==> src/sv/lzss_td_pkg.sv <==
package lzss_td_pkg;

  localparam int HIST_AW    = 14;
  localparam int HIST_DEPTH = 1 << HIST_AW;
  localparam int SYM_W      = 9;
  localparam int LEN_W      = 8;
  localparam int MAX_LEN    = 1 << LEN_W;
  localparam int CNT_W      = $clog2(MAX_LEN + 1);
  localparam int CFG_W      = 4;
  localparam int WORD_W     = 32;
  localparam int BCNT_W     = 3;
  localparam int LANES      = WORD_W / 8;

  localparam logic [SYM_W-1:0] END_MARK = SYM_W'(256);
  localparam logic [CFG_W-1:0] HB_RESET = CFG_W'(HIST_AW);
  localparam logic [CFG_W-1:0] LB_RESET = CFG_W'(7);
  localparam logic [CFG_W-1:0] HB_MAX   = CFG_W'(HIST_AW);
  localparam logic [CFG_W-1:0] LB_MAX   = CFG_W'(LEN_W);

  typedef enum logic [0:0] {
    CFG_HISTORY_BITS = 1'b0,
    CFG_LENGTH_BITS  = 1'b1
  } cfg_idx_t;

  typedef enum logic [1:0] {
    ST_IDLE,
    ST_COPY,
    ST_FLUSH
  } eng_state_t;

  typedef struct packed {
    logic               is_match;
    logic [HIST_AW-1:0] distance_code;
    logic [LEN_W-1:0]   length_code;
    logic [SYM_W-1:0]   literal_symbol;
  } in_item_t;

  typedef struct packed {
    logic [WORD_W-1:0] data_word;
    logic [BCNT_W-1:0] byte_count;
    logic              token_done;
    logic              end_of_stream;
  } out_item_t;

  typedef struct packed {
    logic [HIST_AW-1:0] dist_mask;
    logic [LEN_W-1:0]   len_mask;
  } cfg_t;

  typedef struct packed {
    logic               we;
    logic [HIST_AW-1:0] waddr;
    logic [SYM_W-1:0]   wdata;
    logic               re;
    logic [HIST_AW-1:0] raddr;
  } ram_req_t;

endpackage

==> src/sv/lzss_td_cfg.sv <==
module lzss_td_cfg import lzss_td_pkg::*; (
  input  logic             clk,
  input  logic             rst_n,
  input  logic             cfg_we,
  input  cfg_idx_t         cfg_idx,
  input  logic [CFG_W-1:0] cfg_wdata,
  output cfg_t             cfg
);

  logic [CFG_W-1:0] hb_r, hb_nxt;
  logic [CFG_W-1:0] lb_r, lb_nxt;
  logic [CFG_W-1:0] hb_c, lb_c;

  always_comb begin
    hb_nxt = hb_r;
    lb_nxt = lb_r;
    if (cfg_we) begin
      case (cfg_idx)
        CFG_HISTORY_BITS: hb_nxt = cfg_wdata;
        CFG_LENGTH_BITS:  lb_nxt = cfg_wdata;
        default: ;
      endcase
    end
  end

  always_ff @(posedge clk) begin
    if (!rst_n) begin
      hb_r <= HB_RESET;
      lb_r <= LB_RESET;
    end else begin
      hb_r <= hb_nxt;
      lb_r <= lb_nxt;
    end
  end

  // saturate out-of-range widths to the usable span
  always_comb begin
    hb_c = hb_r;
    if (hb_r == '0) hb_c = CFG_W'(1);
    else if (hb_r > HB_MAX) hb_c = HB_MAX;
    lb_c = lb_r;
    if (lb_r == '0) lb_c = CFG_W'(1);
    else if (lb_r > LB_MAX) lb_c = LB_MAX;
    cfg.dist_mask = {HIST_AW{1'b1}} >> (HB_MAX - hb_c);
    cfg.len_mask  = {LEN_W{1'b1}} >> (LB_MAX - lb_c);
  end

endmodule

==> config.mk <==
export PLATFORM = sky130hd
export DESIGN_NAME = lzss_td_cfg
export DESIGN_NICKNAME = d
export VERILOG_FILES = /design/src/sv/lzss_td_pkg.sv /design/src/sv/lzss_td_cfg.sv
export SDC_FILE = /design/constraint.sdc
export NUM_CORES = 1
export LEC_CHECK = 0
export BUFFER_PORTS_ARGS = -buffer_cell sky130_fd_sc_hd__buf_2
export CAP_MARGIN = 20
export CORE_MARGIN = 5
export CORE_UTILIZATION = 45
export CTS_CLUSTER_SIZE = 10
export DETAILED_ROUTE_END_ITERATION = 10
export GPL_ROUTABILITY_DRIVEN = 0
export PLACE_DENSITY = 0.84
export SYNTH_ARGS = -nofsm -noshare
export SYNTH_HDL_FRONTEND = slang
export SYNTH_SLANG_ARGS = --single-unit
==> constraint.sdc <==
create_clock -name clk -period 1.85 [get_ports clk]
set_input_delay 0.0925 -clock clk [delete_from_list [all_inputs] [get_ports clk]]
set_output_delay 0.0925 -clock clk [all_outputs]
set_load 0.05 [all_outputs]
## Word level (Yosys, flattened, before mapping)

Index checks and enable logic that the tools add are counted.

- Flip-flop bits (word level): 8
- Input port bits: 8
- Output and inout bits: 22
- Word-level logic and storage cells: 17

- $add $sub $neg: 2
- Order comparisons: 2
- Shifts and indexed selects: 2
- Bitwise operators: 1
- Reductions and logical operators: 4
- Mux-type cells: 4

Operator list:

| operator | count |
|---|---|
| $mux 4 | 4 |
| $shr 14x4->14 const A | 1 |
| $gt 4x4->1 const B | 2 |
| $logic_not 4->1 | 2 |
| $shr 8x4->8 const A | 1 |
| $sub 4x4->4 const A | 2 |
| $reduce_and 2->1 | 2 |
| $not 1->1 | 1 |

## Depth between registers and ports, before layout

- Depth in word-level cells: 5
- Depth in mapped cells: 8
- Depth with buffers taken out: 7

## Least setup slack after synthesis

Ideal clock, no wire load.

- Kind: register -> output
- Start: reg hb_r[2]
- End: out cfg[15] (netlist bit)
- Buffers on the path: 1
- Required time: 1757 ps
- Data arrival time: 2088 ps
- Cell stages (with the launch flop): 9
- Setup slack: -330 ps
- Cell sequence: dfxtp_1 -> clkbuf_8 -> nand2_1 -> nand2_1 -> a21oi_1 -> ha_1 -> xor2_4 -> inv_1 -> a21oi_1

RTL lines:

| what | line | text |
|---|---|---|
| start, declared | lzss_td_cfg.sv:10 | `logic [CFG_W-1:0] hb_r, hb_nxt;` |
| start signal, assigned | lzss_td_cfg.sv:31 | `hb_r <= hb_nxt;` |
| end, declared | lzss_td_cfg.sv:7 | `output cfg_t cfg` |

==> out/summary.log <==
qor: detailed_routing.dr_wl_met3 56 microns
qor: synthesis.synth.net_count 105
qor: synthesis.synth.largest_area_cell sky130_fd_sc_hd__dfxtp_1
qor: timing.finClkSkew 0 ns
qor: global_routing.grt_max_degree 10
qor: power_and_ir_drop.power.share.combinational 0.523
qor: power_and_ir_drop.clkPwrFrac 0.200
qor: clocking.cts.clk_slew.worst_paths 0.06 ns
qor: detailed_routing.detail_route.drc_violations 0
qor: timing.finalMaxSlewViolations 0
qor: synthesis.syn-cell-area 674 sq um
qor: setup_path.max_stage_delay 0.34 ns
qor: detailed_routing.drtPass1Iterations 4
qor: floorplanning.die_w 48.7 microns
qor: timing.max_clock_freq 530 MHz
qor: job.max_cap_violations 0
qor: clocking.htree_levels 1
qor: synthesis.yosys_warnings 0
qor: floorplanning.fp-row-count 14
qor: setup_path.rrSetupSlack 1.03 ns
qor: power_and_ir_drop.power.net_switching 310 uW
qor: setup_path.critical_path.endpoint_type primary output
qor: timing.final.period_utilization 1.02
qor: setup_path.critPathMostFrequentCell sky130_fd_sc_hd__nor2_4
qor: detailed_routing.topRoutingLayerUsed met4
qor: final_layout.fin_area 1100 sq um
qor: clocking.clock_tree_from_tritoncts built
qor: detailed_routing.viasPerCell 5.06
qor: floorplanning.io-pin-count 30
qor: final_layout.drive_above_1_share 0.548
qor: detailed_routing.detail_route.iter0.violations 25
qor: setup_path.critical_path.slowest_cell sky130_fd_sc_hd__dfxtp_2
qor: detailed_routing.routed_wire_length_per_instance 13.0 microns
qor: detailed_routing.route.met2.wl 994 microns
qor: floorplanning.design.die.area 2370 sq um
qor: place.dpl-instance-area 858 sq um
qor: clocking.clock_latency 0.26 ns
qor: min_path.min_path_type primary input to register
qor: setup_path.r2r_start hb_r[3]
qor: place.dp_hpwl 1220 microns
qor: final_layout.antenna_diode_count 0
qor: floorplanning.floorplan.initialDensity 0.458
qor: clocking.clock_path_buffers 2
qor: place.place_inst 134
qor: synthesis.ys_ff_latch 8
qor: global_routing.total_global_routing_overflow 0
qor: global_routing.grt_first_pass_wirelength 2920 microns
qor: setup_path.worst_ep_required_time 1.76 ns
qor: setup_path.crit_buf_inv 1
qor: global_routing.via_count_of_the_first_global_routing_pass 680
qor: setup_path.worstPathCellList nor2_4, nor2_4, a21oi_4, ha_4, xor2_4, a2bb2oi_4, nor2b_4, buf_8
qor: final_layout.area_of_combinational_cells_with_multiple_inputs 588 sq um
qor: global_routing.antenna_found_initial 0
qor: timing.timing.final.ws_setup -0.0383 ns
qor: clocking.clock_sink_count 8
qor: run_status.status complete, but fails checks
qor: detailed_routing.via_count 708
qor: setup_path.rr_endpoint hb_r[3]
qor: timing.setup_viol 2
qor: setup_path.critical_path_cell_count 8
qor: synthesis.synthTopCellsByCount sky130_fd_sc_hd__nand2_1 (18), sky130_fd_sc_hd__nor2_1 (12), sky130_fd_sc_hd__dfxtp_1 (8), sky130_fd_sc_hd__nand3_1 (8)
qor: power_and_ir_drop.max-vdd-ir-drop 0.498 mV
qor: setup_path.crit_path_start hb_r[2]
qor: synthesis.synthesis.area_per_instance 7.41 sq um
qor: power_and_ir_drop.total_leakage_power 0.490 nW
qor: detailed_routing.finalWirelength 1820 microns
qor: synthesis.post-synth-top-count-cell sky130_fd_sc_hd__nand2_1
qor: place.pre_cts_ws -0.115 ns
qor: setup_path.cp_data_arrival_time 1.80 ns
qor: floorplanning.core_region_area 1470 sq um
qor: power_and_ir_drop.net_switching_fraction_of_the_power 0.444
qor: run_status.violations negative setup slack
qor: floorplanning.vertical_extent_of_the_die 48.7 microns
qor: synthesis.post_synth_num_cell_types 24
qor: setup_path.worst-path-max-fanout 6
qor: final_layout.number_of_non_filler_instances_in_the_completed_layout 140
qor: detailed_routing.route.antenna.remaining_nets 0
qor: timing.worst_hold_slack 0.0624 ns
qor: final_layout.num-nets-final 140
qor: place.port_buffers 28
qor: synthesis.synth.area.top_cells sky130_fd_sc_hd__dfxtp_1 (24%), sky130_fd_sc_hd__ha_1 (11%), sky130_fd_sc_hd__nand2_1 (10%)
qor: synthesis.postSynthCellCount 91
qor: timing.fin_crit 1.89 ns
qor: detailed_routing.drt-met1-wl 725 microns
qor: setup_path.cp-start-kind register
qor: clocking.cts.root.buffer_cell sky130_fd_sc_hd__clkbuf_4
qor: setup_path.class_of_the_most_critical_setup_path register to primary output
qor: synthesis.synth_enable_flop_cells 0
qor: synthesis.synthArstFlopShare 0
qor: synthesis.synth_top_area_share 0.237
qor: setup_path.worst_path_dominant_cell_family flip-flops
qor: setup_path.r2r_cells 3
qor: power_and_ir_drop.pwr-share-seq 0.277
qor: power_and_ir_drop.power.density_cell_area 637 nW/um^2
qor: clocking.cts_inserted_buffers 3
qor: setup_path.worstSetupEndpoint cfg[20]
qor: timing.final_hold_viol_count 0
qor: final_layout.seqCellArea 169 sq um
qor: final_layout.flow.area_growth_from_synthesis 62.9%
qor: power_and_ir_drop.internal-power 389 uW
qor: synthesis.sequential_area_share_after_synthesis 0.237
qor: final_layout.fillers 113
qor: global_routing.grt_use_total 0.154
qor: synthesis.synth-main-ff-cell sky130_fd_sc_hd__dfxtp_1
qor: timing.setup_repair_after_global_routing_missed_its_margin yes
==> cells in the final DEF (no fill, tap or decap), types with 3 or more instances in the layout <==
| cell type | count |
|---|---|
| sky130_fd_sc_hd__buf_6 | 9 |
| sky130_fd_sc_hd__nor2_1 | 7 |
| sky130_fd_sc_hd__nor2b_2 | 3 |
| sky130_fd_sc_hd__mux2i_1 | 4 |
| sky130_fd_sc_hd__nor2_2 | 3 |
| sky130_fd_sc_hd__ha_1 | 4 |
| sky130_fd_sc_hd__buf_2 | 11 |
| sky130_fd_sc_hd__dfxtp_2 | 4 |
| sky130_fd_sc_hd__nand2b_1 | 4 |
| sky130_fd_sc_hd__nand3_1 | 8 |
| sky130_fd_sc_hd__clkbuf_4 | 3 |
| sky130_fd_sc_hd__dfxtp_1 | 3 |
| sky130_fd_sc_hd__inv_1 | 3 |
| sky130_fd_sc_hd__nand2_1 | 16 |
| sky130_fd_sc_hd__buf_4 | 13 |
==> cells by family (layout without fill, tap and decap cells) <==
group                      count (synthesis)  after routing  share of synthesized area
muxes                                      4              4                     0.0594
DFF                                        8              8                      0.237
other                                      1              1                    0.00556
xor gates and xnor gates                   2              2                     0.0649
and+or+nand+nor                           54             54                      0.378
buffers and inverters                      9             42                     0.0779
AOI/OAI and AO/OA                          7              7                     0.0649
adders and majority gates                  6              6                      0.111
==> flip-flops by register name, summed over array words and instances (netlist names) <==
| name | count |
|---|---|
| hb_r | 4 |
| lb_r | 4 |
==> metal layers <==
| layer | track usage | vias up |
|---|---|---|
| li1 | - | 356 |
| met1 | 0.156 | 326 |
| met2 | 0.296 | 21 |
| met3 | 0.00920 | 5 |
| met4 | 0.0942 | 0 |
| met5 | 0 | - |
==> through the flow <==
| stage | setup TNS (ns) | utilization | total power, mW |
|---|---|---|---|
| CTS | 0 | 0.695 | 0.679 |
| detailed placement | -0.318 | 0.583 | 0.493 |
| global placement | -0.0735 | 0.583 | 0.487 |
| global route | -0.587 | 0.747 | 0.735 |
| finish | -0.0676 | 0.747 | 0.699 |
| floorplan | -0.202 | - | 0.433 |
==> repair_timing <==
item	4_1_cts	5_1_grt
hold buffers	0	0
cloned	0	0
setup buffers	2	1
endpoints found under the setup margin	18	19
gates resized for setup	37	21
pin swaps	7	7
==> worst min path at each step <==
stage,start,end,slack [ns],depth (start not counted)
2_1_floorplan,rst_n,hb_r[1],0.15,1
3_3_place_gp,rst_n,hb_r[1],0.33,2
3_5_place_dp,cfg_wdata[2],hb_r[2],0.33,3
4_1_cts,rst_n,hb_r[3],0.06,2
5_1_grt,rst_n,hb_r[3],0.07,2
6_report,rst_n,hb_r[3],0.06,2
==> final cells by class <==
type,count,area share
clock buffer,3,0.0205
inverter,4,0.0137
multi-input combinational,74,0.535
sequential,8,0.154
tap,16,0.0182
timing repair buffer,35,0.259
==> worst reg2reg max path: cells and delay by family (launching register included) <==
family | cells | cell delay [ns]
DFF | 1 | 0.34
buffers and inverters | 1 | 0.18
muxes | 1 | 0.13
and+or+nand+nor | 1 | 0.06
==> power groups by stage <==
stage                     Clock (mW)  Combinational [mW]  Sequential [mW]
after CTS                      0.145               0.342            0.192
after global placement             0               0.294            0.193
after detailed placement           0               0.299            0.194
after floorplan                    0               0.242            0.191
final                          0.140               0.366            0.194
after global routing           0.157               0.383            0.195
No activity file was read; power rests on OpenSTA's default activity.
