### src/sv/lzss_td_pkg.sv
package lzss_td_pkg;

  localparam int HIST_AW    = 14;
  localparam int HIST_DEPTH = 1 << HIST_AW;
  localparam int SYM_W      = 9;
  localparam int LEN_W      = 8;
  localparam int MAX_LEN    = 1 << LEN_W;
  localparam int CNT_W      = $clog2(MAX_LEN + 1);
  localparam int CFG_W      = 4;
  localparam int WORD_W     = 32;
  localparam int BCNT_W     = 3;
  localparam int LANES      = WORD_W / 8;

  localparam logic [SYM_W-1:0] END_MARK = SYM_W'(256);
  localparam logic [CFG_W-1:0] HB_RESET = CFG_W'(HIST_AW);
  localparam logic [CFG_W-1:0] LB_RESET = CFG_W'(7);
  localparam logic [CFG_W-1:0] HB_MAX   = CFG_W'(HIST_AW);
  localparam logic [CFG_W-1:0] LB_MAX   = CFG_W'(LEN_W);

  typedef enum logic [0:0] {
    CFG_HISTORY_BITS = 1'b0,
    CFG_LENGTH_BITS  = 1'b1
  } cfg_idx_t;

  typedef enum logic [1:0] {
    ST_IDLE,
    ST_COPY,
    ST_FLUSH
  } eng_state_t;

  typedef struct packed {
    logic               is_match;
    logic [HIST_AW-1:0] distance_code;
    logic [LEN_W-1:0]   length_code;
    logic [SYM_W-1:0]   literal_symbol;
  } in_item_t;

  typedef struct packed {
    logic [WORD_W-1:0] data_word;
    logic [BCNT_W-1:0] byte_count;
    logic              token_done;
    logic              end_of_stream;
  } out_item_t;

  typedef struct packed {
    logic [HIST_AW-1:0] dist_mask;
    logic [LEN_W-1:0]   len_mask;
  } cfg_t;

  typedef struct packed {
    logic               we;
    logic [HIST_AW-1:0] waddr;
    logic [SYM_W-1:0]   wdata;
    logic               re;
    logic [HIST_AW-1:0] raddr;
  } ram_req_t;

endpackage

### src/sv/lzss_td_engine.sv
module lzss_td_engine import lzss_td_pkg::*; (
  input  logic             clk,
  input  logic             rst_n,
  input  cfg_t             cfg,
  input  logic             in_valid,
  output logic             in_ready,
  input  in_item_t         in_data,
  output logic             out_valid,
  input  logic             out_ready,
  output out_item_t        out_data,
  output ram_req_t         ram_req,
  input  logic [SYM_W-1:0] ram_rdata
);

  eng_state_t         state_r, state_nxt;
  logic [HIST_AW-1:0] wp_r, wp_nxt;
  logic               wrapped_r, wrapped_nxt;
  logic [HIST_AW-1:0] src_r, src_nxt;
  logic [CNT_W-1:0]   left_r, left_nxt;
  logic               s2_valid_r, s2_valid_nxt;
  logic               emit_r, emit_nxt;
  logic [WORD_W-1:0]  acc_r, acc_nxt;
  logic [BCNT_W-1:0]  acc_cnt_r, acc_cnt_nxt;
  logic               out_valid_r, out_valid_nxt;
  out_item_t          out_r, out_nxt;
  logic               hit_r, fwd_r;
  logic [SYM_W-1:0]   fwd_data_r;

  logic             out_free, accept, issue, s2_adv, emit_byte;
  logic [SYM_W-1:0] sym;

  assign out_valid = out_valid_r;
  assign out_data  = out_r;

  always_comb begin
    state_nxt     = state_r;
    wp_nxt        = wp_r;
    wrapped_nxt   = wrapped_r;
    src_nxt       = src_r;
    left_nxt      = left_r;
    s2_valid_nxt  = s2_valid_r;
    emit_nxt      = emit_r;
    acc_nxt       = acc_r;
    acc_cnt_nxt   = acc_cnt_r;
    out_nxt       = out_r;
    out_valid_nxt = out_valid_r;

    out_free = !out_valid_r || out_ready;
    if (out_valid_r && out_ready) out_valid_nxt = 1'b0;

    // a slot never written since reset reads as the end marker
    sym       = fwd_r ? fwd_data_r : (hit_r ? ram_rdata : END_MARK);
    emit_byte = s2_valid_r && emit_r && (sym != END_MARK);
    s2_adv    = s2_valid_r &&
                !(emit_byte && (acc_cnt_r == BCNT_W'(LANES)) && !out_free);
    issue     = (state_r == ST_COPY) && (left_r != '0) && (!s2_valid_r || s2_adv);

    in_ready = (state_r == ST_IDLE) && out_free;
    accept   = in_valid && in_ready;

    ram_req.we    = 1'b0;
    ram_req.waddr = wp_r;
    ram_req.wdata = sym;
    ram_req.re    = issue;
    ram_req.raddr = src_r;

    case (state_r)
      ST_IDLE: begin
        if (accept) begin
          if (!in_data.is_match) begin
            out_valid_nxt         = 1'b1;
            out_nxt.token_done    = 1'b1;
            if (in_data.literal_symbol == END_MARK) begin
              out_nxt.data_word     = '0;
              out_nxt.byte_count    = '0;
              out_nxt.end_of_stream = 1'b1;
            end else begin
              ram_req.we            = 1'b1;
              ram_req.wdata         = in_data.literal_symbol;
              wp_nxt                = wp_r + HIST_AW'(1);
              if (wp_r == '1) wrapped_nxt = 1'b1;
              out_nxt.data_word     = WORD_W'(in_data.literal_symbol[7:0]);
              out_nxt.byte_count    = BCNT_W'(1);
              out_nxt.end_of_stream = 1'b0;
            end
          end else begin
            src_nxt     = wp_r - (in_data.distance_code & cfg.dist_mask) - HIST_AW'(1);
            left_nxt    = CNT_W'(in_data.length_code & cfg.len_mask) + CNT_W'(1);
            emit_nxt    = 1'b1;
            acc_nxt     = '0;
            acc_cnt_nxt = '0;
            state_nxt   = ST_COPY;
          end
        end
      end

      ST_COPY: begin
        if (s2_adv) begin
          ram_req.we = 1'b1;
          wp_nxt     = wp_r + HIST_AW'(1);
          if (wp_r == '1) wrapped_nxt = 1'b1;
          if (emit_r && (sym == END_MARK)) emit_nxt = 1'b0;
          if (emit_byte) begin
            if (acc_cnt_r == BCNT_W'(LANES)) begin
              // a further byte proves the full word is not the last one
              out_valid_nxt         = 1'b1;
              out_nxt.data_word     = acc_r;
              out_nxt.byte_count    = acc_cnt_r;
              out_nxt.token_done    = 1'b0;
              out_nxt.end_of_stream = 1'b0;
              acc_nxt               = WORD_W'(sym[7:0]);
              acc_cnt_nxt           = BCNT_W'(1);
            end else begin
              acc_nxt[{acc_cnt_r[1:0], 3'b000} +: 8] = sym[7:0];
              acc_cnt_nxt = acc_cnt_r + BCNT_W'(1);
            end
          end
        end
        if (issue) begin
          src_nxt      = src_r + HIST_AW'(1);
          left_nxt     = left_r - CNT_W'(1);
          s2_valid_nxt = 1'b1;
        end else if (s2_adv) begin
          s2_valid_nxt = 1'b0;
        end
        if ((left_r == '0) && (!s2_valid_r || s2_adv)) state_nxt = ST_FLUSH;
      end

      ST_FLUSH: begin
        if (out_free) begin
          out_valid_nxt         = 1'b1;
          out_nxt.data_word     = acc_r;
          out_nxt.byte_count    = acc_cnt_r;
          out_nxt.token_done    = 1'b1;
          out_nxt.end_of_stream = 1'b0;
          state_nxt             = ST_IDLE;
        end
      end

      default: state_nxt = ST_IDLE;
    endcase
  end

  always_ff @(posedge clk) begin
    if (!rst_n) begin
      state_r     <= ST_IDLE;
      wp_r        <= '0;
      wrapped_r   <= 1'b0;
      s2_valid_r  <= 1'b0;
      out_valid_r <= 1'b0;
    end else begin
      state_r     <= state_nxt;
      wp_r        <= wp_nxt;
      wrapped_r   <= wrapped_nxt;
      s2_valid_r  <= s2_valid_nxt;
      out_valid_r <= out_valid_nxt;
    end
  end

  always_ff @(posedge clk) begin
    src_r     <= src_nxt;
    left_r    <= left_nxt;
    emit_r    <= emit_nxt;
    acc_r     <= acc_nxt;
    acc_cnt_r <= acc_cnt_nxt;
    out_r     <= out_nxt;
    // capture fill status and bypass the write that lands on the read slot
    if (issue) begin
      hit_r      <= wrapped_r || (src_r < wp_r);
      fwd_r      <= ram_req.we && (wp_r == src_r);
      fwd_data_r <= sym;
    end
  end

endmodule

### config.mk
export PLATFORM = sky130hd
export DESIGN_NAME = lzss_td_engine
export DESIGN_NICKNAME = d
export VERILOG_FILES = /design/src/sv/lzss_td_pkg.sv /design/src/sv/lzss_td_engine.sv
export SDC_FILE = /design/constraint.sdc
export NUM_CORES = 1
export LEC_CHECK = 0
export ABC_AREA = 1
export BUFFER_PORTS_ARGS = -buffer_cell sky130_fd_sc_hd__buf_4
export CORE_MARGIN = 3
export CORE_UTILIZATION = 56
export DETAILED_ROUTE_END_ITERATION = 8
export GPL_TIMING_DRIVEN = 0
export PLACE_DENSITY = 0.91
export SYNTH_ARGS = -nofsm -noshare
export SYNTH_HDL_FRONTEND = slang
export SYNTH_SLANG_ARGS = --single-unit
### constraint.sdc
create_clock -name clk -period 6.43 [get_ports clk]
set_clock_uncertainty 0.15 [all_clocks]
set_input_delay 0.643 -clock clk [delete_from_list [all_inputs] [get_ports clk]]
set_output_delay 0.643 -clock clk [all_outputs]
set_load 0.01 [all_outputs]
### After elaboration in Yosys (flattened, before gate mapping)

Index checks and enable logic that the tools add are counted.

* add/sub/neg operators: 8
* $lt $le $gt $ge: 1
* eq/ne operators: 19
* shift-type cells: 2
* multiplexer cells: 72
* bitwise logic cells: 2
* reductions and logical operators: 33

Operators by type and width (number)
* $mux W37: 6
* $mux W32: 5
* $pmux W37 S3: 1
* $mux W14: 7
* $mux W9: 9
* $pmux W32 S2: 1
* $pmux W14 S2: 2
* $bwmux W32: 1
* $shift A8 B7 Y32 const A: 1
* $shiftx A8 B7 Y32: 1
* $add A14 B1 Y14 const B: 2
* $mux W1: 23
* $eq A9 B9 Y1 const B: 2
* $ne A2 B2 Y1 const B: 9
* $pmux W9 S2: 1
* $mux W3: 5
* $reduce_and A5 Y1: 3
* $and A14 B14 Y14: 1
* $eq A14 B14 Y1: 1
* $eq A14 B14 Y1 const B: 1
* $lt A14 B14 Y1: 1
* $sub A14 B1 Y14 const B: 1
* $sub A14 B14 Y14: 1
* $logic_and A1 B1 Y1: 13
* 26 further kinds: 39

* register bits: 126
* bits of input ports: 67
* output and inout port bits: 78
* word-level logic and storage cells: 154

### Depth between registers and ports, before layout

Gate-level depths: netlist of run 1.

* depth after elaboration: 12
* mapped depth: 14
* gate-level depth less buffers: 14

### Worst setup path before layout of run 1

OpenSTA, ideal clock, no wires.

* path type: reg2reg
* start: register acc_cnt_r[0]
* end: register out_r (netlist bit out_data[0]) (enable)
* setup time: 524 ps
* data arrival time: 5203 ps
* setup slack: 553 ps
* cell stages (with the launch flop): 9
* buffers on the path: 2
* clock period less this slack: 5877 ps
* path through: edfxtp_1 inv_1 clkbuf_1 ha_1 buf_2 nand2_1 nand2_1 nand2_1 nor4_1

* cells in the longest elaborated chain, start to end: 7
* elaborated cells between the ends (all ways): 8
* those cells by class: eq/ne (3); reduce/logical (5)

RTL lines
* from (decl): RTL line lzss_td_engine.sv:23 `logic [BCNT_W-1:0] acc_cnt_r, acc_cnt_nxt;`
* from (signal assigned): RTL line lzss_td_engine.sv:165 `acc_cnt_r <= acc_cnt_nxt;`
* $eq A3 B3 Y1 *: RTL line lzss_td_engine.sv:55, lzss_td_engine.sv:104
* $logic_and A1 B1 Y1 (2 in series): RTL line lzss_td_engine.sv:55 `!(emit_byte && (acc_cnt_r == BCNT_W'(LANES)) && !out_free);`
* $logic_not A1 Y1: RTL line lzss_td_engine.sv:55
* $logic_and A1 B1 Y1: RTL line lzss_td_engine.sv:54 `s2_adv = s2_valid_r &&`
* $ne A2 B2 Y1 (no line)
* $reduce_and A7 Y1 (no line) *
* to (signal assigned): RTL line lzss_td_engine.sv:166 `out_r <= out_nxt;`
* to (decl): RTL line lzss_td_engine.sv:25 `out_item_t out_r, out_nxt;`

Every way passes the cells marked *; elsewhere a longest branch is shown, timed or not.
A chain may end at the register's enable or synchronous reset.

### Worst setup path after layout of run 1

* start: register acc_cnt_r[0]
* end: output port ram_req[14] (netlist bit)

* cells in the longest elaborated chain, start to end: 7

RTL lines
* $eq A3 B3 Y1: RTL line lzss_td_engine.sv:55
* $logic_and A1 B1 Y1 (2 in series): RTL line lzss_td_engine.sv:55
* $logic_not A1 Y1: RTL line lzss_td_engine.sv:55
* $logic_and A1 B1 Y1: RTL line lzss_td_engine.sv:54
* $logic_or A1 B1 Y1: RTL line lzss_td_engine.sv:56 `issue = (state_r == ST_COPY) && (left_r != '0) && (!s2_valid_r || s2_adv);`
* $logic_and A1 B1 Y1: RTL line lzss_td_engine.sv:56
* to (decl): RTL line lzss_td_engine.sv:11 `output ram_req_t ram_req,`

No other way between the ends.

==> impl_results.md, run 1 <==
* Status: finished, final reports clean
* Slew Viols, Final at 0
* DRC errors left at 0
* Sequential area share after synthesis at 0.480
* Die area at 14800 um2
* GRT Total Usage at 0.307
* Drt via density at 5.94
* # IOs at 145
* Final setup viols at 0
* Kind of critical path: reg2out
* Highest-delay cell along the critical path: edfxtp_1
* Synthesized area at 7480 um2
* Largest stage delay, worst path at 500 ps
* Hold-fix buffers, CTS at 0
* Final Cycle Share at 0.623
* PortBufs at 144
* Post-Synthesis Cells at 890
* Avg Inst Size Synth at 8.41 um2
* Fill cell count at 834
* Vias in the first global route at 7107
* Synth-to-Final Area Change at 26.8%
* DIE WIDTH at 122 um
* TritonCTS sink count at 126
* Synth Register Bits at 126
* Placed insts at 1211
* Post-CTS resize count at 0
* Cell area after layout at 9490 um2
* Detailed Place HPWL at 15.3 mm
* Gr ovfl total at 0
* Clock period minus worst slack at 4010 ps
* Die Span Y at 122 um
* TritonRoute pass-1 iters at 7
* Initial antenna violation count at 0
* Max Clk Rate at 250 MHz
* Hold crit path type: reg2reg
* Number of enable flip-flop cells after synthesis at 107
* Synth top area share at 0.429
* Peak supply drop at 0.000262 V
* CTS buffer count at 17
* H-tree lvl count at 4
* Starting Density at 0.583
* Share of layout cells above drive strength 1 at 0.190
* Ant. Diodes at 0
* Clock root buffer: clkbuf_16
* Unrepaired setup endpoints after global routing: no
* Post-route ant nets at 0
* Post-Place Cell Area at 8840 um2
* Routed wire length per instance at 18.2 um
* Critical path cell sequence: inv_1 -> clkbuf_1 -> ha_1 -> buf_2 -> nand2_1 -> inv_1 -> nand4_2 -> nand2_1 -> inv_1 -> buf_4 -> buf_4
* Crit-path leading delay family: buffers and inverters
* Global-route wire length before repair at 35.4 mm
* CTS tree: yes
* Core Region at 12800 um2
* CP endpoint kind: output pin
* Syn. warnings at 0
* Worst path bufs/invs at 7
* Vias at 7384
* Clock slew at reported path FFs at 60 ps
* Row cnt at 41
* Critical path fanouts, max at 12
* Worst slew pin tran at 1030 ps
* Crit path top cell by count: inv_1
* Final wirelength at 22.7 mm
* RePlAce Congestion at 0.946
* Power per cell area at 467 nW/um2
* Net count after synthesis at 1000
* Worst-Skew Late Latency at 430 ps
* Relative slew slack at 0.311
* Setup crit start kind: flip-flop
* Final cell count without fillers at 1243
* Final Core Density at 0.740
* Final net count at 1168
* Largest net degree at the start of global routing at 36
* Ys flop type: edfxtp_1
* Final Hold Fails at 0
* Clk buf depth at 2
* CP Data Required Time at 5640 ps
* Worst EP arrival at 3210 ps
* Leading area contributor after synthesis: edfxtp_1
* Synth unique cells at 43
* MaxCap Viol Count at 0
* Synth top area cells: edfxtp_1 43%, nand2_1 10%, ha_1 7.0%
* Setup Buffers After CTS at 0
* DR iter-0 viols at 1025
* Ys async rst share at 0
* Most frequent cell after synthesis: nand2_1
* Synth cell count leaders: 206 x nand2_1, 128 x inv_1, 107 x edfxtp_1
* Leak at 4.24 nW
per-stage QoR:
stage,hold slack (ps),setup slack [ps],setup TNS [ps],power [mW]
after floorplan,289,553,0,2.55
after global placement,298,-1100,-40480,3.15
after detailed placement,309,2920,0,3.24
after CTS,316,2510,0,4.37
after global routing,335,2190,0,4.62
final,320,2420,0,4.43
cell families (layout without fill, tap and decap cells):
group	count (synthesis)	after routing	synth area share
adders and majority gates	43	43	0.0729
xor gates and xnor gates	32	32	0.0375
AOI/OAI and AO/OA	153	153	0.110
DFF	126	126	0.480
buffers and inverters	155	336	0.0816
and+or+nand+nor	381	381	0.217
placed cells by master, fill, tap and decap left out, types with 3 or more instances in the layout:
cell type / n
buf_4: 149
nor3_1: 21
edfxtp_1: 107
ha_1: 42
bufinv_16: 4
nand4_1: 21
clkbuf_1: 16
nor2_1: 80
clkbuf_16: 17
xor2_1: 21
o21bai_1: 4
o22ai_1: 14
inv_8: 3
buf_6: 3
nor2_2: 7
nand3_1: 33
o21ai_0: 44
inv_6: 5
a21oi_1: 77
nand2_1: 206
dfxtp_1: 19
clkinv_1: 3
inv_1: 128
xnor2_1: 11
nor4_1: 3
per-layer routing:
metal	track usage	up-vias	part of all wire
met5	0	-	0
met4	0.156	0	0.051
met3	0.0682	138	0.10
met2	0.517	618	0.49
met1	0.373	3300	0.36
li1	-	3328	-
state kept, by name, summed over array words and instances, names as in the netlist:
register	flops
out_data	37
emit_r	1
fwd_data_r	9
acc_r	32
wrapped_r	1
state_r	2
acc_cnt_r	3
src_r	14
fwd_r	1
hit_r	1
s2_valid_r	1
left_r	9
wp_r	14
out_valid	1
final cells by class:
class	count	area, um2	share of cell area
plain buffers	24	119	0.0125
flip-flops and latches	126	3590	0.379
inverters	131	492	0.0518
repair buffers	149	1130	0.119
multi-input cells	609	3300	0.347
clock buffers	17	425	0.0448
well taps	172	215	0.0227
clock inverters	15	223	0.0235
where the power goes:
part	leakage, nW	total (mW)	internal, mW	switching (mW)
logic	2.75	1.80	0.623	1.18
registers	1.17	1.57	1.35	0.214
clock network	0.315	1.06	0.663	0.395
final timing paths:
path / startpoint / end / slack, ps / cells after the start
max: acc_cnt_r[0] / ram_req[14] / 2420 / 11
min: wrapped_r / wrapped_r / 320 / 2
max reg2reg: acc_cnt_r[0] / acc_r[27] / 2750 / 12
min reg2reg: wrapped_r / wrapped_r / 320 / 2
worst reg2reg max path, cell delays in order, from the launching register on:
cell and delay (ps):
edfxtp_1 470, inv_1 90, clkbuf_1 260, ha_1 280
buf_2 180, nand2_1 150, inv_1 100, nand4_2 160
nand2_2 90, nand2_4 120, buf_6 160, o2111ai_1 230
nor2_4 860
Power figures use the tool's default switching activity.
==> run 2: changes to the inputs <==
Settings changed: CORE_UTILIZATION 56 to 51, PLACE_DENSITY 0.91 to 0.87.
Clock period 6.43 ns to 3.6 ns, I/O delays scaled along.
==> run 2 against run 1 <==
Net effect:
- combinational power increased by 73%
- die area increased by 9.3%
- sequential power increased by 78%
- design area about the same
- clock-buffer cell count unchanged
- sequential cell count unchanged
- via count decreased by 4.6%
- clock power increased by 72%
- total power increased by 74%
- global-route usage decreased by 5.6 points
- largest power group unchanged
==> impl_results.md, run 2 (synthesis gave the netlist of run 1 again) <==
* Status: finished, final reports clean
* Sw Share at 0.399
* DR iter-0 viols at 789
* Setup Buffers After CTS at 0
* Worst r2r dst: acc_r[10]
* Worst Hold End: wp_r[1]
* DR top layer: met4
* Clk buf depth at 2
* Met1 WL at 8.02 mm
* Detailed Place HPWL at 15.3 mm
* Global-route wire length before repair at 32.5 mm
* FF-to-FF path depth at 13
* Drt via density at 5.64
* Most common cell after layout, fill and taps aside: nand2_1
* CP startpoint: state_r[0]
* Crit-path leading delay family: buffers and inverters
* Worst EP arrival at 2890 ps
* Post-Place Cell Area at 8850 um2
* TritonCTS sink count at 126
* Routed wire length per instance at 16.8 um
* Die Span Y at 127 um
* Leak at 4.22 nW
* Largest stage delay, worst path at 370 ps
* Final Core Density at 0.673
* Relative slew slack at 0.336
* Highest-delay cell along the critical path: clkbuf_1
* Final setup viols at 0
* TritonRoute pass-1 iters at 6
* Worst-Skew Late Latency at 420 ps
* CTS tree: yes
* Kind of critical path: reg2out
* GRT Total Usage at 0.251
* Setup WS post-layout at 198 ps
* Commonest cells after routing, fill and taps aside: 206 x nand2_1, 145 x buf_4, 128 x inv_1
* Cell area after layout at 9490 um2
* Vias in the first global route at 6652
* WL met2 at 10.2 mm
* Hold path depth at 3
* Fill cell count at 1063
* Die area at 16200 um2
* Critical path cell sequence: inv_1 -> ha_1 -> buf_2 -> inv_1 -> nor2_1 -> inv_1 -> nor3_1 -> inv_1 -> nor2_1 -> clkbuf_1 -> nand2_1 -> o21ai_0 -> buf_4
* Internal power at 4.64 mW
* Final Hold Fails at 0
* MaxCap Viol Count at 0
* Crit path top cell by count: inv_1
* Final net count at 1166
* Power per cell area at 814 nW/um2
* Hold crit path type: in2reg
* DIE WIDTH at 127 um
* Final wirelength at 21.0 mm
* PortBufs at 144
* Comb power frac at 0.403
* Final Cycle Share at 0.945
* Setup crit start kind: flip-flop
* Worst slew pin tran at 989 ps
* # IOs at 145
* Share of layout cells above drive strength 1 at 0.189
* Largest net degree at the start of global routing at 36
* Max reg flops at 37
* Worst r2r src: fwd_r
* Clock slew at reported path FFs at 60 ps
* Row cnt at 43
* Clk pwr share at 0.236
* Post-Place Setup Slack at 143 ps
* CP Data Required Time at 3090 ps
* Sequential Power Share at 0.361
* Post-route ant nets at 0
* CP endpoint kind: output pin
* Unrepaired setup endpoints after global routing: yes
* Reg2reg setup slack at 270 ps
* RePlAce Congestion at 0.956
* CTS buffer count at 17
* Gr ovfl total at 0
* Worst path bufs/invs at 7
* Starting Density at 0.531
* Peak supply drop at 0.000423 V
* Switching power at 3.08 mW
* DRC errors left at 0
* Tot Pwr at 7.72 mW
* Met3 WL at 1.99 mm
* Vias at 7046
* Critical path fanouts, max at 10
* Ant. Diodes at 0
* Synth-to-Final Area Change at 26.8%
* H-tree lvl count at 4
* Clock root buffer: clkbuf_16
* Clock period minus worst slack at 3400 ps
* Worst hold start: rst_n
* Initial antenna violation count at 0
* Slew Viols, Final at 0
* Core Region at 14100 um2
* Max Clk Rate at 294 MHz
## run 2: area by class of cell
class,count,area (um2),area share
plain buffers,23,115,0.0121
clock buffers,17,425,0.0448
well taps,180,225,0.0237
flip-flops and latches,126,3590,0.379
inverters,131,492,0.0518
clock inverters,15,200,0.0211
multi-input cells,610,3320,0.350
repair buffers,147,1120,0.118
## run 2: metrics by stage
stage	TNS, ps	hold WS [ps]	cells
after floorplan	0	289	890
after global placement	-41030	299	1214
after detailed placement	0	305	1217
after CTS	0	59.3	1249
after global routing	-42.1	75.8	1249
final	0	69.1	1249
## run 2: tightest hold or removal path, stage by stage
cell,delay (ps)
buf_4,140
nand2_1,60
nor2_1,30
## run 2: how the worst max path moves through the flow
stage	endpoint	slack [ps]	cells past startpoint
after floorplan	out_data[0]	90	8
after global placement	out_data[26]	-590	8
after detailed placement	acc_r[29]	140	12
after CTS	ram_req[14]	50	11
after global routing	ram_req[14]	-40	10
final	ram_req[21]	200	13
## run 2: power groups by stage
stage	clock network (mW)	logic, mW	registers (mW)
after global routing	1.89	3.40	2.83
after global placement	0	2.82	2.80
final	1.82	3.11	2.79
after CTS	1.82	3.06	2.78
after floorplan	0	1.72	2.83
after detailed placement	0	3.00	2.80
## run 2: layer usage
metal	track usage	vias up
met5	0	-
met4	0.100	0
met2	0.432	434
met1	0.313	3224
li1	-	3313
met3	0.0497	75
## run 2: what timing repair did
action                                  CTS  global route
hold buffers                              0             0
gates resized for setup                   0             1
endpoints found under the setup margin    0            36
==> run 3: changes to the inputs <==
Settings changed: RECOVER_POWER set to 100.
==> run 3 against run 2 <==
Net effect:
- total power decreased by 4.0%
- register-to-register slack got worse by 110 ps
- first-iteration DRC count decreased by 6.8%
- core utilization decreased by 2.5 points
- largest cell class unchanged
- critical path type is now reg2reg
==> impl_results.md, run 3 (synthesis gave the netlist of run 1 again) <==
* # IOs at 145
* Multi-input logic area at 3280 um2
* Clock period minus worst slack at 3440 ps
* Critical path fanouts, max at 18
* Drt via density at 5.60
* DRC errors left at 0
* Hold crit path type: in2reg
* Vias in the first global route at 6652
* Post-CTS resize count at 0
* Initial antenna violation count at 0
* CTS buffer count at 17
* Max reg flops at 37
* Share of layout cells above drive strength 1 at 0.111
* Worst slew pin tran at 1340 ps
* Post-route ant nets at 0
* Critical path cell sequence: buf_6 -> nand2_1 -> inv_1 -> nor2_1 -> nand2_1 -> nor2_1 -> nand3_2 -> nand4_2 -> nand2_2 -> nand2_4 -> buf_6 -> o2111ai_1 -> nor2_4
* Clock slew at reported path FFs at 60 ps
* Most Crowded Layer GR: met2
* Tot Pwr at 7.41 mW
* Synth-to-Final Area Change at 22.1%
* Leak at 3.91 nW
* Ant. Diodes at 0
* GRT Total Usage at 0.251
* PortBufs at 144
* CP Data Required Time at 3510 ps
* Setup Buffers After CTS at 0
* MaxCap Viol Count at 0
* Fill cell count at 1145
* Worst r2r src: fwd_r
* Met1 GRT Util at 0.313
* Seq. cell area at 3590 um2
* Row cnt at 43
* Worst EP arrival at 3350 ps
* CP endpoint kind: flip-flop
* CTS tree: yes
* Routed wire length per instance at 16.8 um
* Power per cell area at 811 nW/um2
* TritonRoute pass-1 iters at 7
* Final wirelength at 20.9 mm
* DIE WIDTH at 127 um
* CP startpoint: fwd_r
* RePlAce Congestion at 0.956
* Hold-fix buffers, CTS at 0
* Die area at 16200 um2
* Largest stage delay, worst path at 560 ps
* Status: finished, final reports clean
* Hold path depth at 3
* Die Span Y at 127 um
* Relative slew slack at 0.0990
* FF-to-FF path depth at 13
* Vias at 6995
* Worst r2r dst: acc_r[10]
* Grt met2 use at 0.432
* H-tree lvl count at 4
* Peak supply drop at 0.000424 V
* M3 GR Usage at 0.0497
* Detailed Place HPWL at 15.3 mm
* Gr ovfl total at 0
* Kind of critical path: reg2reg
* Largest net degree at the start of global routing at 36
* Final setup viols at 0
* Unrepaired setup endpoints after global routing: yes
* TritonCTS sink count at 126
* Clk buf depth at 2
* Worst-Skew Late Latency at 420 ps
* Global-route wire length before repair at 32.5 mm
* Most common cell after layout, fill and taps aside: nand2_1
* Final Cycle Share at 0.955
* Starting Density at 0.531
* Final Hold Fails at 0
* Worst hold start: rst_n
* Core Region at 14100 um2
* Max Clk Rate at 291 MHz
* Cell area after layout at 9140 um2
* Clock root buffer: clkbuf_16
* Final net count at 1166
* Setup crit start kind: flip-flop
* Slew Viols, Final at 0
* Commonest cells after routing, fill and taps aside: 206 x nand2_1, 128 x inv_1, 107 x edfxtp_1
* DR iter-0 viols at 735
* Worst Hold End: wp_r[1]
* Post-Place Cell Area at 8850 um2
* Reg2reg setup slack at 160 ps
* Highest-delay cell along the critical path: nor2_4
## run 3: changes by cell type in the layout (fill, tap and decap cells not counted), sizes merged
| cell | previous run | this run |
|---|---|---|
| buf | 155 | 74 |
| clkbuf | 32 | 113 |
## run 3: routing by layer
layer  share of wire  wire length [um]  vias up
met1            0.39              8060     3163
met2            0.48             10100      439
li1                -                 -     3316
met4           0.038               792        0
met3           0.093              1950       77
met5               0                 0        -
## run 3: worst max-delay path: cells and delay by family (launching register included)
family	cells	cell delay [ps]
and+or+nand+nor	9	1710
DFF	1	500
buffers and inverters	3	380
AOI/OAI and AO/OA	1	340
## run 3: final cells by class
type / instances / share of cell area
Buffer: 23 / 0.0118
Clock buffer: 17 / 0.0465
Clock inverter: 15 / 0.0219
Inverter: 131 / 0.0538
Multi-Input combinational cell: 610 / 0.359
Sequential cell: 126 / 0.393
Tap cell: 180 / 0.0246
Timing Repair Buffer: 147 / 0.0890
## run 3: stage by stage
stage               setup slack, ps  utilization  std cells  hold WS [ps]  TNS [ps]
finish                          161        0.648       1249          68.5         0
global route                  -42.1        0.648       1249          75.8      -508
CTS                            46.5        0.672       1249          59.3         0
detailed placement              143        0.628       1217           305         0
global placement               -585        0.625       1214           299    -41030
floorplan                      85.5            -        890           289         0
## run 3: worst max path at each step
stage | to | slack, ps | depth (start not counted)
6_report | acc_r[10] | 160 | 13
3_3_place_gp | out_data[26] | -590 | 8
5_1_grt | ram_req[14] | -40 | 10
3_5_place_dp | acc_r[29] | 140 | 12
2_1_floorplan | out_data[0] | 90 | 8
4_1_cts | ram_req[14] | 50 | 11
## run 3: where the power goes
group | switching, mW | internal (mW) | leakage (nW) | total [mW]
Combinational | 1.98 | 0.827 | 2.44 | 2.81
Sequential | 0.364 | 2.42 | 1.17 | 2.78
Clock | 0.709 | 1.11 | 0.301 | 1.82
Total | 3.05 | 4.36 | 3.91 | 7.41
